==> config.mk <==
export PLATFORM = sky130hd
export DESIGN_NAME = button_gesture_classifier_flat
export DESIGN_NICKNAME = d
export VERILOG_FILES = /design/src/rtl/bgc_pkg.sv /design/src/rtl/bgc_ifs.sv /design/src/rtl/bgc_ram.sv /design/src/rtl/bgc_regs.sv /design/src/rtl/bgc_eval.sv /design/src/rtl/bgc_seq.sv /design/src/rtl/button_gesture_classifier.sv /design/src/flat_wrapper.sv
export SDC_FILE = /design/constraint.sdc
export NUM_CORES = 2
export LEC_CHECK = 0
export ABC_AREA = 1
export BUFFER_PORTS_ARGS = -buffer_cell sky130_fd_sc_hd__buf_2
export CAP_MARGIN = 20
export CORE_MARGIN = 8
export CORE_UTILIZATION = 48
export DETAILED_ROUTE_END_ITERATION = 7
export GPL_ROUTABILITY_DRIVEN = 0
export SLEW_MARGIN = 20
export SYNTH_ARGS = -nofsm -noshare
export SYNTH_HDL_FRONTEND = slang
export SYNTH_HIERARCHICAL = 1
export SYNTH_SLANG_ARGS = --single-unit
==> constraint.sdc <==
create_clock -name clk -period 11.1 [get_ports clk]
set_clock_uncertainty 0.15 [all_clocks]
set_input_delay 1.11 -clock clk [delete_from_list [all_inputs] [get_ports clk]]
set_output_delay 1.11 -clock clk [all_outputs]
set_load 0.02 [all_outputs]
==> src/rtl/bgc_pkg.sv <==
// ----------------------------------------------------------------------------
// bgc_pkg: shared types and constants of the button gesture classifier
// Holds register layout, reset values, event codes and per-channel record.
// ----------------------------------------------------------------------------
package bgc_pkg;

	localparam int NUM_CHANNELS_DEF = 7;
	localparam int PIN_COUNT        = 7;
	localparam int APB_ADDR_W       = 5;
	localparam int APB_DATA_W       = 32;
	localparam int TIME_W           = 32;

	localparam logic [6:0]  LEVEL_MASK_RST = 7'h00;
	localparam logic [15:0] HOLD_MS_RST    = 16'd500;
	localparam logic [15:0] DOUBLE_MS_RST  = 16'd300;
	localparam logic [7:0]  DEBOUNCE_RST   = 8'd20;
	localparam logic [15:0] LONG_MS_RST    = 16'd500;

	typedef enum logic [2:0] {
		REG_LEVEL_MASK = 3'd0,
		REG_HOLD_MS    = 3'd1,
		REG_DOUBLE_MS  = 3'd2,
		REG_DEBOUNCE   = 3'd3,
		REG_LONG_MS    = 3'd4
	} reg_idx_t;

	typedef enum logic [2:0] {
		EV_PRESS     = 3'd0,
		EV_SINGLE    = 3'd1,
		EV_DOUBLE    = 3'd2,
		EV_HOLD      = 3'd3,
		EV_LONG      = 3'd4,
		EV_LVL_HIGH  = 3'd5,
		EV_LVL_LOW   = 3'd6
	} event_code_t;

	typedef enum logic [1:0] {
		ST_IDLE,
		ST_EVAL,
		ST_EMIT,
		ST_FLUSH
	} seq_state_t;

	typedef struct packed {
		logic [6:0]  level_mask;
		logic [15:0] hold_ms;
		logic [15:0] double_ms;
		logic [7:0]  debounce_ms;
		logic [15:0] long_ms;
	} cfg_t;

	typedef struct packed {
		logic              prev_level;
		logic [TIME_W-1:0] press_time;
		logic [TIME_W-1:0] release_time;
		logic [TIME_W-1:0] held_length;
		logic              hold_reported;
		logic              click_pending;
	} chan_state_t;

	localparam int CHAN_STATE_W = $bits(chan_state_t);

	typedef struct packed {
		logic              vld;
		event_code_t       code;
		logic [TIME_W-1:0] dur;
	} event_t;

endpackage

==> src/rtl/bgc_ifs.sv <==
// ----------------------------------------------------------------------------
// bgc_ifs: request channels of the button gesture classifier
// Tick channel carries pin levels in; event channel carries gestures out.
// ----------------------------------------------------------------------------
interface bgc_tick_if import bgc_pkg::*; ();
	logic                 valid;
	logic                 ready;
	logic [PIN_COUNT-1:0] pin_levels;

	modport source (output valid, output pin_levels, input ready);
	modport sink   (input valid, input pin_levels, output ready);
endinterface

interface bgc_evt_if import bgc_pkg::*; ();
	logic              valid;
	logic              ready;
	logic [2:0]        channel;
	logic [2:0]        event_code;
	logic [TIME_W-1:0] duration_ms;
	logic              last_event;

	modport source (output valid, output channel, output event_code, output duration_ms,
		output last_event, input ready);
	modport sink   (input valid, input channel, input event_code, input duration_ms,
		input last_event, output ready);
endinterface

==> src/rtl/bgc_ram.sv <==
// ----------------------------------------------------------------------------
// bgc_ram: generic single-write, single-read synchronous RAM
// Read data is registered and holds while no read is issued.
// ----------------------------------------------------------------------------
module bgc_ram #(
	parameter int WIDTH = 8,
	parameter int DEPTH = 8,
	localparam int AW = (DEPTH > 1) ? $clog2(DEPTH) : 1
) (
	input  logic             clk,
	input  logic             wr_en,
	input  logic [AW-1:0]    wr_addr,
	input  logic [WIDTH-1:0] wr_data,
	input  logic             rd_en,
	input  logic [AW-1:0]    rd_addr,
	output logic [WIDTH-1:0] rd_data
);

	logic [WIDTH-1:0] mem [DEPTH];

	always_ff @(posedge clk) begin
		if (wr_en) begin
			mem[wr_addr] <= wr_data;
		end
		if (rd_en) begin
			rd_data <= mem[rd_addr];
		end
	end

endmodule

==> src/rtl/bgc_regs.sv <==
// ----------------------------------------------------------------------------
// bgc_regs: configuration register file
// APB-style slave, zero wait states, five timing and mode registers.
// ----------------------------------------------------------------------------
module bgc_regs import bgc_pkg::*; (
	input  logic                  clk,
	input  logic                  arst_n,
	input  logic                  psel,
	input  logic                  penable,
	input  logic                  pwrite,
	input  logic [APB_ADDR_W-1:0] paddr,
	input  logic [APB_DATA_W-1:0] pwdata,
	output logic [APB_DATA_W-1:0] prdata,
	output logic                  pready,
	output cfg_t                  cfg
);

	cfg_t     cfg_q;
	reg_idx_t idx;
	logic     wr_go;

	assign idx    = reg_idx_t'(paddr[4:2]);
	assign wr_go  = psel && penable && pwrite;
	assign pready = 1'b1;
	assign cfg    = cfg_q;

	always_ff @(posedge clk or negedge arst_n) begin
		if (!arst_n) begin
			cfg_q.level_mask  <= LEVEL_MASK_RST;
			cfg_q.hold_ms     <= HOLD_MS_RST;
			cfg_q.double_ms   <= DOUBLE_MS_RST;
			cfg_q.debounce_ms <= DEBOUNCE_RST;
			cfg_q.long_ms     <= LONG_MS_RST;
		end else if (wr_go) begin
			case (idx)
				REG_LEVEL_MASK: cfg_q.level_mask  <= pwdata[6:0];
				REG_HOLD_MS:    cfg_q.hold_ms     <= pwdata[15:0];
				REG_DOUBLE_MS:  cfg_q.double_ms   <= pwdata[15:0];
				REG_DEBOUNCE:   cfg_q.debounce_ms <= pwdata[7:0];
				REG_LONG_MS:    cfg_q.long_ms     <= pwdata[15:0];
				default: ;
			endcase
		end
	end

	always_comb begin
		case (idx)
			REG_LEVEL_MASK: prdata = {25'd0, cfg_q.level_mask};
			REG_HOLD_MS:    prdata = {16'd0, cfg_q.hold_ms};
			REG_DOUBLE_MS:  prdata = {16'd0, cfg_q.double_ms};
			REG_DEBOUNCE:   prdata = {24'd0, cfg_q.debounce_ms};
			REG_LONG_MS:    prdata = {16'd0, cfg_q.long_ms};
			default:        prdata = '0;
		endcase
	end

endmodule

==> src/rtl/bgc_eval.sv <==
// ----------------------------------------------------------------------------
// bgc_eval: per-channel gesture update
// Takes one channel record and its pin, returns the new record and up to
// two events (edge or hold first, then click resolution).
// ----------------------------------------------------------------------------
module bgc_eval import bgc_pkg::*; (
	input  cfg_t              cfg,
	input  chan_state_t       st,
	input  logic              cur,
	input  logic              lvl,
	input  logic [TIME_W-1:0] now,
	output chan_state_t       st_n,
	output event_t            ev_a,
	output event_t            ev_b
);

	logic [TIME_W-1:0] dp;
	logic [TIME_W-1:0] dr;
	logic              chg;
	logic              skip;
	logic              btn_rel;

	assign dp   = now - st.press_time;
	assign dr   = now - st.release_time;
	assign chg  = cur != st.prev_level;
	assign skip = chg && (dp < TIME_W'(cfg.debounce_ms));

	always_comb begin
		st_n    = st;
		ev_a    = '0;
		ev_b    = '0;
		btn_rel = 1'b0;
		if (!skip) begin
			if (chg) begin
				ev_a.vld = 1'b1;
				if (cur) begin
					if (lvl) begin
						ev_a.code = EV_LVL_HIGH;
					end else begin
						ev_a.code       = EV_PRESS;
						st_n.press_time = now;
					end
				end else if (lvl) begin
					ev_a.code = EV_LVL_LOW;
				end else begin
					btn_rel          = 1'b1;
					st_n.held_length = dp;
					if ((dr < TIME_W'(cfg.double_ms)) && st.click_pending) begin
						ev_a.code          = EV_DOUBLE;
						st_n.click_pending = 1'b0;
					end else begin
						ev_a.vld           = 1'b0;
						st_n.click_pending = 1'b1;
					end
					st_n.release_time  = now;
					st_n.hold_reported = 1'b0;
				end
				st_n.prev_level = cur;
			end else if (cur && !st.hold_reported && !lvl && (dp > TIME_W'(cfg.hold_ms))) begin
				ev_a.vld           = 1'b1;
				ev_a.code          = EV_HOLD;
				st_n.hold_reported = 1'b1;
			end
			// a release in this visit restarts the gap at zero, never past the window
			if (st_n.click_pending && !btn_rel && (dr > TIME_W'(cfg.double_ms))) begin
				ev_b.vld = 1'b1;
				if (st.held_length < TIME_W'(cfg.long_ms)) begin
					ev_b.code = EV_SINGLE;
				end else begin
					ev_b.code = EV_LONG;
					ev_b.dur  = st.held_length;
				end
				st_n.click_pending = 1'b0;
			end
		end
	end

endmodule

==> src/rtl/bgc_seq.sv <==
// ----------------------------------------------------------------------------
// bgc_seq: tick sequencer around the channel state memory
// Walks channels in order, read-modify-write of each record, and feeds the
// events through a one-deep hold slot so the final one of a tick is marked.
// ----------------------------------------------------------------------------
module bgc_seq import bgc_pkg::*; #(
	parameter int NUM_CHANNELS = NUM_CHANNELS_DEF
) (
	input  logic  clk,
	input  logic  arst_n,
	input  cfg_t  cfg,
	bgc_tick_if.sink  tick,
	bgc_evt_if.source evt
);

	localparam int CH_W = (NUM_CHANNELS > 1) ? $clog2(NUM_CHANNELS) : 1;
	localparam logic [CH_W-1:0] LAST_CH = CH_W'(NUM_CHANNELS - 1);

	seq_state_t           state_q, state_n;
	logic [CH_W-1:0]      ch_q;
	logic [TIME_W-1:0]    clock_q;
	logic [PIN_COUNT-1:0] pins_q;
	logic [NUM_CHANNELS-1:0] vld_q;
	logic                 rd_vld_q;
	event_t               ev_a_q, ev_b_q, pend_q;
	logic                 out_vld_q;
	logic [2:0]           out_ch_q;
	event_code_t          out_code_q;
	logic [TIME_W-1:0]    out_dur_q;
	logic                 out_last_q;
	logic [2:0]           pend_ch_q;

	logic                    accept;
	logic                    rd_en, wr_en;
	logic [CH_W-1:0]         rd_addr;
	logic [CHAN_STATE_W-1:0] rd_data;
	chan_state_t             st_rd, st_n;
	event_t                  ev_a, ev_b;
	logic [4:0]              ch_ext;
	logic                    cur, lvl;
	logic                    is_last, any_ev;
	logic                    out_free, stage_go, emit_done, flush_go, load_out;
	event_t                  stage_item;

	assign accept  = tick.valid && tick.ready;
	assign is_last = ch_q == LAST_CH;
	assign ch_ext  = 5'(ch_q);
	// channels past the pin count read as pressed and are never level mode
	assign cur = (ch_ext < 5'(PIN_COUNT)) ? ~pins_q[ch_ext[2:0]] : 1'b1;
	assign lvl = (ch_ext < 5'(PIN_COUNT)) && cfg.level_mask[ch_ext[2:0]];
	assign st_rd = rd_vld_q ? chan_state_t'(rd_data) : '0;
	assign any_ev = ev_a.vld || ev_b.vld;

	assign out_free   = !out_vld_q || evt.ready;
	assign stage_item = ev_a_q.vld ? ev_a_q : ev_b_q;
	assign stage_go   = !pend_q.vld || out_free;
	assign emit_done  = stage_go && !(ev_a_q.vld && ev_b_q.vld);
	assign flush_go   = !pend_q.vld || out_free;

	bgc_ram #(
		.WIDTH (CHAN_STATE_W),
		.DEPTH (NUM_CHANNELS)
	) u_ram (
		.clk     (clk),
		.wr_en   (wr_en),
		.wr_addr (ch_q),
		.wr_data (CHAN_STATE_W'(st_n)),
		.rd_en   (rd_en),
		.rd_addr (rd_addr),
		.rd_data (rd_data)
	);

	bgc_eval u_eval (
		.cfg  (cfg),
		.st   (st_rd),
		.cur  (cur),
		.lvl  (lvl),
		.now  (clock_q),
		.st_n (st_n),
		.ev_a (ev_a),
		.ev_b (ev_b)
	);

	always_comb begin
		state_n = state_q;
		case (state_q)
			ST_IDLE: begin
				if (accept) state_n = ST_EVAL;
			end
			ST_EVAL: begin
				if (any_ev) state_n = ST_EMIT;
				else if (is_last) state_n = ST_FLUSH;
			end
			ST_EMIT: begin
				if (emit_done) state_n = is_last ? ST_FLUSH : ST_EVAL;
			end
			ST_FLUSH: begin
				if (flush_go) state_n = ST_IDLE;
			end
			default: state_n = ST_IDLE;
		endcase
	end

	always_comb begin
		tick.ready = 1'b0;
		rd_en      = 1'b0;
		rd_addr    = '0;
		wr_en      = 1'b0;
		load_out   = 1'b0;
		case (state_q)
			ST_IDLE: begin
				tick.ready = 1'b1;
				rd_en      = accept;
			end
			ST_EVAL: begin
				wr_en   = 1'b1;
				rd_en   = !is_last;
				rd_addr = ch_q + 1'b1;
			end
			ST_EMIT: begin
				load_out = stage_go && pend_q.vld;
			end
			ST_FLUSH: begin
				load_out = pend_q.vld && out_free;
			end
			default: ;
		endcase
	end

	always_ff @(posedge clk or negedge arst_n) begin
		if (!arst_n) begin
			state_q   <= ST_IDLE;
			ch_q      <= '0;
			clock_q   <= '0;
			vld_q     <= '0;
			rd_vld_q  <= 1'b0;
			ev_a_q    <= '0;
			ev_b_q    <= '0;
			pend_q    <= '0;
			out_vld_q <= 1'b0;
		end else begin
			state_q <= state_n;
			if (accept) begin
				clock_q <= clock_q + 1'b1;
				ch_q    <= '0;
			end
			if (rd_en) begin
				rd_vld_q <= vld_q[rd_addr];
			end
			if (wr_en) begin
				vld_q[ch_q] <= 1'b1;
			end
			if (state_q == ST_EVAL) begin
				ev_a_q <= ev_a;
				ev_b_q <= ev_b;
				if (!any_ev && !is_last) ch_q <= ch_q + 1'b1;
			end
			if (state_q == ST_EMIT && stage_go) begin
				pend_q <= stage_item;
				if (ev_a_q.vld) ev_a_q.vld <= 1'b0;
				else ev_b_q.vld <= 1'b0;
				if (emit_done && !is_last) ch_q <= ch_q + 1'b1;
			end
			if (state_q == ST_FLUSH && flush_go) begin
				pend_q.vld <= 1'b0;
			end
			if (load_out) out_vld_q <= 1'b1;
			else if (evt.ready) out_vld_q <= 1'b0;
		end
	end

	always_ff @(posedge clk) begin
		if (accept) begin
			pins_q <= tick.pin_levels;
		end
		if (state_q == ST_EMIT && stage_go) begin
			pend_ch_q <= ch_ext[2:0];
		end
		if (load_out) begin
			out_ch_q   <= pend_ch_q;
			out_code_q <= pend_q.code;
			out_dur_q  <= pend_q.dur;
			out_last_q <= state_q == ST_FLUSH;
		end
	end

	assign evt.valid       = out_vld_q;
	assign evt.channel     = out_ch_q;
	assign evt.event_code  = out_code_q;
	assign evt.duration_ms = out_dur_q;
	assign evt.last_event  = out_last_q;

endmodule

==> src/rtl/button_gesture_classifier.sv <==
// ----------------------------------------------------------------------------
// button_gesture_classifier: seven-channel button gesture detector
// Classifies press, double press, hold, single click, long release and plain
// level changes from millisecond ticks of active-low pin levels.
// ----------------------------------------------------------------------------
// Each tick request carries one sample of the pins and advances a 32-bit
// millisecond clock that wraps. The block then visits the channels in order,
// reading each channel's record from a small state memory, updating it and
// writing it back, and sends one event request per gesture found; the last
// event of a tick has last_event set, and a tick that finds nothing sends
// nothing. A tick is taken in the idle state, each channel is evaluated in
// turn, each event passes through the emit state and a flush state closes
// the tick; an event sink that is not ready stalls the emit and flush
// states. Channels are walked one at a time through the single-read state
// memory. Ticks are taken one at a time; the event output register lets
// the next tick in while the last event still waits. The state memory needs
// no clearing pass: a per entry valid bit makes an unwritten record read as
// zero. Configuration registers sit at byte addresses 0, 4, 8, 12 and 16 and
// should be written only between ticks.
// ----------------------------------------------------------------------------
module button_gesture_classifier import bgc_pkg::*; #(
	parameter int NUM_CHANNELS = NUM_CHANNELS_DEF
) (
	input  logic                  clk,
	input  logic                  arst_n,
	input  logic                  psel,
	input  logic                  penable,
	input  logic                  pwrite,
	input  logic [APB_ADDR_W-1:0] paddr,
	input  logic [APB_DATA_W-1:0] pwdata,
	output logic [APB_DATA_W-1:0] prdata,
	output logic                  pready,
	bgc_tick_if.sink              tick,
	bgc_evt_if.source             evt
);

	cfg_t cfg;

	// register file: mode mask and the four time thresholds
	bgc_regs u_regs (
		.clk     (clk),
		.arst_n  (arst_n),
		.psel    (psel),
		.penable (penable),
		.pwrite  (pwrite),
		.paddr   (paddr),
		.pwdata  (pwdata),
		.prdata  (prdata),
		.pready  (pready),
		.cfg     (cfg)
	);

	// channel walk, state memory and event output stage
	bgc_seq #(
		.NUM_CHANNELS (NUM_CHANNELS)
	) u_seq (
		.clk    (clk),
		.arst_n (arst_n),
		.cfg    (cfg),
		.tick   (tick),
		.evt    (evt)
	);

endmodule
==> src/flat_wrapper.sv <==
// flat-port wrapper written by rule: the top's interface ports become plain ports
module button_gesture_classifier_flat import bgc_pkg::*;
#(
	parameter int NUM_CHANNELS = NUM_CHANNELS_DEF
)
  (clk, arst_n, psel, penable, pwrite, paddr, pwdata, prdata, pready, tick_valid, tick_pin_levels, tick_ready, evt_valid, evt_channel, evt_event_code, evt_duration_ms, evt_last_event, evt_ready);
  bgc_tick_if tick_i ();
  bgc_evt_if evt_i ();
  input  logic clk;
  input  logic arst_n;
  input  logic psel;
  input  logic penable;
  input  logic pwrite;
  input  logic [APB_ADDR_W-1:0] paddr;
  input  logic [APB_DATA_W-1:0] pwdata;
  output logic [APB_DATA_W-1:0] prdata;
  output logic pready;
  input wire logic [$bits(tick_i.valid)-1:0] tick_valid;
  input wire logic [$bits(tick_i.pin_levels)-1:0] tick_pin_levels;
  output wire logic [$bits(tick_i.ready)-1:0] tick_ready;
  output wire logic [$bits(evt_i.valid)-1:0] evt_valid;
  output wire logic [$bits(evt_i.channel)-1:0] evt_channel;
  output wire logic [$bits(evt_i.event_code)-1:0] evt_event_code;
  output wire logic [$bits(evt_i.duration_ms)-1:0] evt_duration_ms;
  output wire logic [$bits(evt_i.last_event)-1:0] evt_last_event;
  input wire logic [$bits(evt_i.ready)-1:0] evt_ready;
  assign tick_i.valid = tick_valid;
  assign tick_i.pin_levels = tick_pin_levels;
  assign tick_ready = tick_i.ready;
  assign evt_valid = evt_i.valid;
  assign evt_channel = evt_i.channel;
  assign evt_event_code = evt_i.event_code;
  assign evt_duration_ms = evt_i.duration_ms;
  assign evt_last_event = evt_i.last_event;
  assign evt_i.ready = evt_ready;
  button_gesture_classifier #(.NUM_CHANNELS(NUM_CHANNELS)) u_core (.clk(clk), .arst_n(arst_n), .psel(psel), .penable(penable), .pwrite(pwrite), .paddr(paddr), .pwdata(pwdata), .prdata(prdata), .pready(pready), .tick(tick_i), .evt(evt_i));
endmodule
==> results by group <==
Drt
  • Via Count: 40.8k
  • DRC: 0
  • Wire length per cell: 18.9 um
  • Post-route ant nets: 0
  • Iter 0 DRT Violations: 3418
  • DRT Pass-1 Iters: 6
  • Drt total wl: 150000 um
  • Vias per cell: 5.14

Global routing
  • First-pass GRT wire length: 230000 um
  • GRT Residual Overflow: 0
  • All-Layer GR Usage: 23.5%
  • Initial antenna violation count: 6
  • Largest net degree at the start of global routing: 147
  • Vias in the first global route: 38.5k

Power and ir drop
  • LEAKAGE: 0.0278 uW
  • Pwr per Cell Area: 302 nW/um2
  • Worst vdd ir: 175 uV

Timing
  • Final setup fails: 0
  • Slew headroom: 21.7%
  • Final number of hold-violating endpoints: 0
  • Final TNS setup: 0 ns
  • Max frequency: 158 MHz
  • Fin. max-slew vios: 0
  • Slew @ Worst Pin: 1.17 ns
  • Worst hold-check slack: 0.252 ns
  • Tcrit/Tclk final: 57.0%
  • RSZ-0062 raised after global routing: no
  • Minimum clock period: 6.33 ns

Clock tree
  • Root buffer cell: clkbuf_16
  • H-tree level count: 3
  • Postcts setup bufs: 0
  • CTS Buffer Depth: 3
  • Sink Count: 1058
  • Hold-fix buffers, CTS: 0
  • CTS tree: built
  • PostCTS Resize Cnt: 0
  • Worst-path clk slew: 0.06 ns
  • CTS buffer count: 113
  • Clock Latency Late Sink: 0.70 ns

Layout
  • Share of layout cells above drive strength 1: 7.69%
  • Final Cell Area: 59400 um2
  • Final Net Count: 6510
  • Area delta synth->final: 9.06%
  • Final design utilization: 52.8%
  • Fillers: 10.3k
  • Most frequent cells in the layout: 2375 x nand2_1, 964 x inv_1, 841 x edfxtp_1
  • Commonest non-fill, non-tap cell in the layout: nand2_1

Setup path
  • WP data arrival: 6.54 ns
  • Crit path top cell by count: nand2_1
  • Critical Path Start: u_core/u_seq/rd_vld_q$_DFFE_PN0P_
  • Critical Path Stages: 19
  • CP Class: flip-flop to flip-flop
  • Reg2Reg Depth: 19
  • CP required: 11.31 ns
  • Setup crit end kind: flip-flop
  • Largest delay contributor family on the critical path: buffers and inverters
  • Crit start category: flip-flop
  • Crit-path max cell delay: 0.82 ns
  • RR Startpoint: u_core/u_seq/rd_vld_q$_DFFE_PN0P_
  • Crit-path slowest cell: o21ai_0
  • CP bufs+invs: 5
  • Critical Path Fanout Max: 48
  • Critical-path cell list: buf_4 -> nand2_1 -> inv_1 -> inv_1 -> ha_1 -> nand2_1 -> nand2_1 -> inv_2 -> nand2_2 -> xor2_1 -> ha_1 -> a21oi_1 -> o21ai_0 -> nand4_1 -> o211ai_1 -> nor2_4 -> nand3_4 -> buf_4 -> o21ai_0

Placed design
  • I/O Buffers: 89
  • Post-DP Area: 55900 um2
  • HPWL Detailed: 94900 um

Run
  • Max-cap viol count: 0

Synthesis
  • Cell variety after synth: 54
  • Mapped Area: 54500 um2
  • Post-Syn Instances: 6321
  • Prevailing post-synth register cell: edfxtp_1
  • Sequential share of the synthesized area: 56.4%
  • EDFF count, synth: 841
  • Warnings from Yosys: 6
  • Synthesized area per cell: 8.62 um2
  • FF+latch count, synth: 1058
  • Asr flop ratio synth: 20.5%

Floorplan
  • Die Wd: 353 um
  • Standard-cell row count: 123
  • Die area: 125000 um2
  • Core area: 112000 um2
  • Initial core utilization: 48.4%
  • Die height: 353 um
  • I/O pin count: 125

Worst hold path
  • Hold Path Class: primary input to async pin

Run status
  • Outcome: complete, no violations
==> worst register-to-register path, cell delays in order, from the launching register on <==
cell and delay, ns:
dfrtp_4 0.70, buf_4 0.59, nand2_1 0.12, inv_1 0.08, inv_1 0.16, ha_1 0.47, nand2_1 0.08, nand2_1 0.10
inv_2 0.04, nand2_2 0.09, xor2_1 0.52, ha_1 0.37, a21oi_1 0.15, o21ai_0 0.11, nand4_1 0.10, o211ai_1 0.19
nor2_4 0.26, nand3_4 0.38, buf_4 0.47, o21ai_0 0.86
==> cell type report <==
type | count | area (um2) | share of cell area, %
clock inverters | 64 | 531 | 0.893
multi-input cells | 4026 | 18600 | 31.4
well taps | 1500 | 1880 | 3.16
inverters | 993 | 3760 | 6.32
diodes | 4 | 10.0 | 0.0168
repair buffers | 146 | 896 | 1.51
flip-flops and latches | 1058 | 30700 | 51.7
clock buffers | 141 | 3000 | 5.05
==> report_power, final <==
| group | leakage, uW | switching, uW | internal [uW] | total [uW] |
|---|---|---|---|---|
| Combinational | 0.0155 | 5770 | 2050 | 7820 |
| Clock | 0.00174 | 1550 | 2090 | 3640 |
| Sequential | 0.0106 | 358 | 6110 | 6470 |
==> sequential cells by signal, summed over array words and instances (netlist names), 3 cells and up <==
register / count
u_core/u_regs/cfg: 63
u_core/u_seq/ch_q: 3
u_core/u_seq/clock_q: 32
u_core/u_seq/ev_a_q: 36
u_core/u_seq/ev_b_q: 36
u_core/u_seq/evt.channel: 3
u_core/u_seq/evt.duration_ms: 32
u_core/u_seq/evt.event_code: 3
u_core/u_seq/pend_ch_q: 3
u_core/u_seq/pend_q: 36
u_core/u_seq/pins_q: 7
u_core/u_seq/u_ram/mem: 693
u_core/u_seq/u_ram/rd_data: 99
u_core/u_seq/vld_q: 7
==> stage by stage <==
stage / power [uW] / worst slack, ns / instances
after floorplan: 12000 / 2.10 / 6368
after global placement: 14200 / 5.01 / 7722
after detailed placement: 14300 / 4.86 / 7722
after CTS: 18000 / 4.82 / 7927
after global routing: 19200 / 4.34 / 7931
final: 17900 / 4.77 / 7932
==> Yosys cell counts (2+ instances only) <==
cell | number | area share [%]
ha_1 | 119 | 2.7
dfrtp_1 | 199 | 9.1
o21bai_1 | 6 | 0.083
nand3_1 | 607 | 5.6
nor2_1 | 249 | 1.7
inv_2 | 19 | 0.13
inv_4 | 3 | 0.034
or2_2 | 65 | 0.75
and2_1 | 10 | 0.11
nand3_4 | 3 | 0.096
xor2_1 | 41 | 0.66
o211ai_1 | 7 | 0.096
o21ai_0 | 169 | 1.6
conb_1 | 3 | 0.021
inv_1 | 966 | 6.7
buf_2 | 87 | 0.80
nand3_2 | 3 | 0.055
xnor2_1 | 11 | 0.18
edfxtp_1 | 841 | 46
dfstp_2 | 18 | 0.87
a31oi_1 | 2 | 0.023
buf_1 | 26 | 0.18
nor2_4 | 12 | 0.25
o21ai_1 | 80 | 0.73
a211oi_1 | 2 | 0.028
clkbuf_1 | 72 | 0.50
nand2_1 | 2375 | 16
clkinv_1 | 3 | 0.021
buf_6 | 21 | 0.43
nor3_1 | 20 | 0.18
buf_4 | 85 | 1.2
a21oi_1 | 66 | 0.61
a21o_1 | 4 | 0.055
nand2_4 | 4 | 0.083
o211ai_2 | 19 | 0.44
fa_1 | 2 | 0.073
nor2_2 | 13 | 0.15
nand2_2 | 6 | 0.069
nor4_1 | 2 | 0.023
nand4_1 | 39 | 0.45
nand3b_1 | 10 | 0.14
or2_0 | 20 | 0.23
==> per-layer routing <==
layer / up-vias / GRT usage (%) / part of all wire (%)
li1: 19978 / - / -
met1: 19186 / 31.1 / 43
met2: 1295 / 39.4 / 47
met3: 324 / 3.14 / 6.0
met4: 0 / 8.92 / 3.9
met5: - / 0 / 0
==> kinds of logic after synthesis <==
group	synth area share (%)
XOR/XNOR	0.836
adder cells (fa/ha/maj)	2.81
flip-flops	56.4
AND/OR/NAND/NOR	26.4
AO/OA/AOI/OAI	3.67
buffers and inverters	9.94
other	0.0207
==> worst paths after layout <==
kind                       slack [ns]                                          to
setup / recovery                 4.77     u_core/u_seq/u_ram/mem[6][92]$_DFFE_PP_
hold / removal                   0.25          u_core/u_seq/pend_q[7]$_DFFE_PN0P_
setup reg to reg                 4.77     u_core/u_seq/u_ram/mem[6][92]$_DFFE_PP_
hold reg to reg                  0.30  u_core/u_seq/evt.duration_ms[13]$_DFFE_PP_
max in group asynchronous        9.07           u_core/u_seq/rd_vld_q$_DFFE_PN0P_
min in group clk                 0.30  u_core/u_seq/evt.duration_ms[13]$_DFFE_PP_
Power figures use the tool's default switching activity.
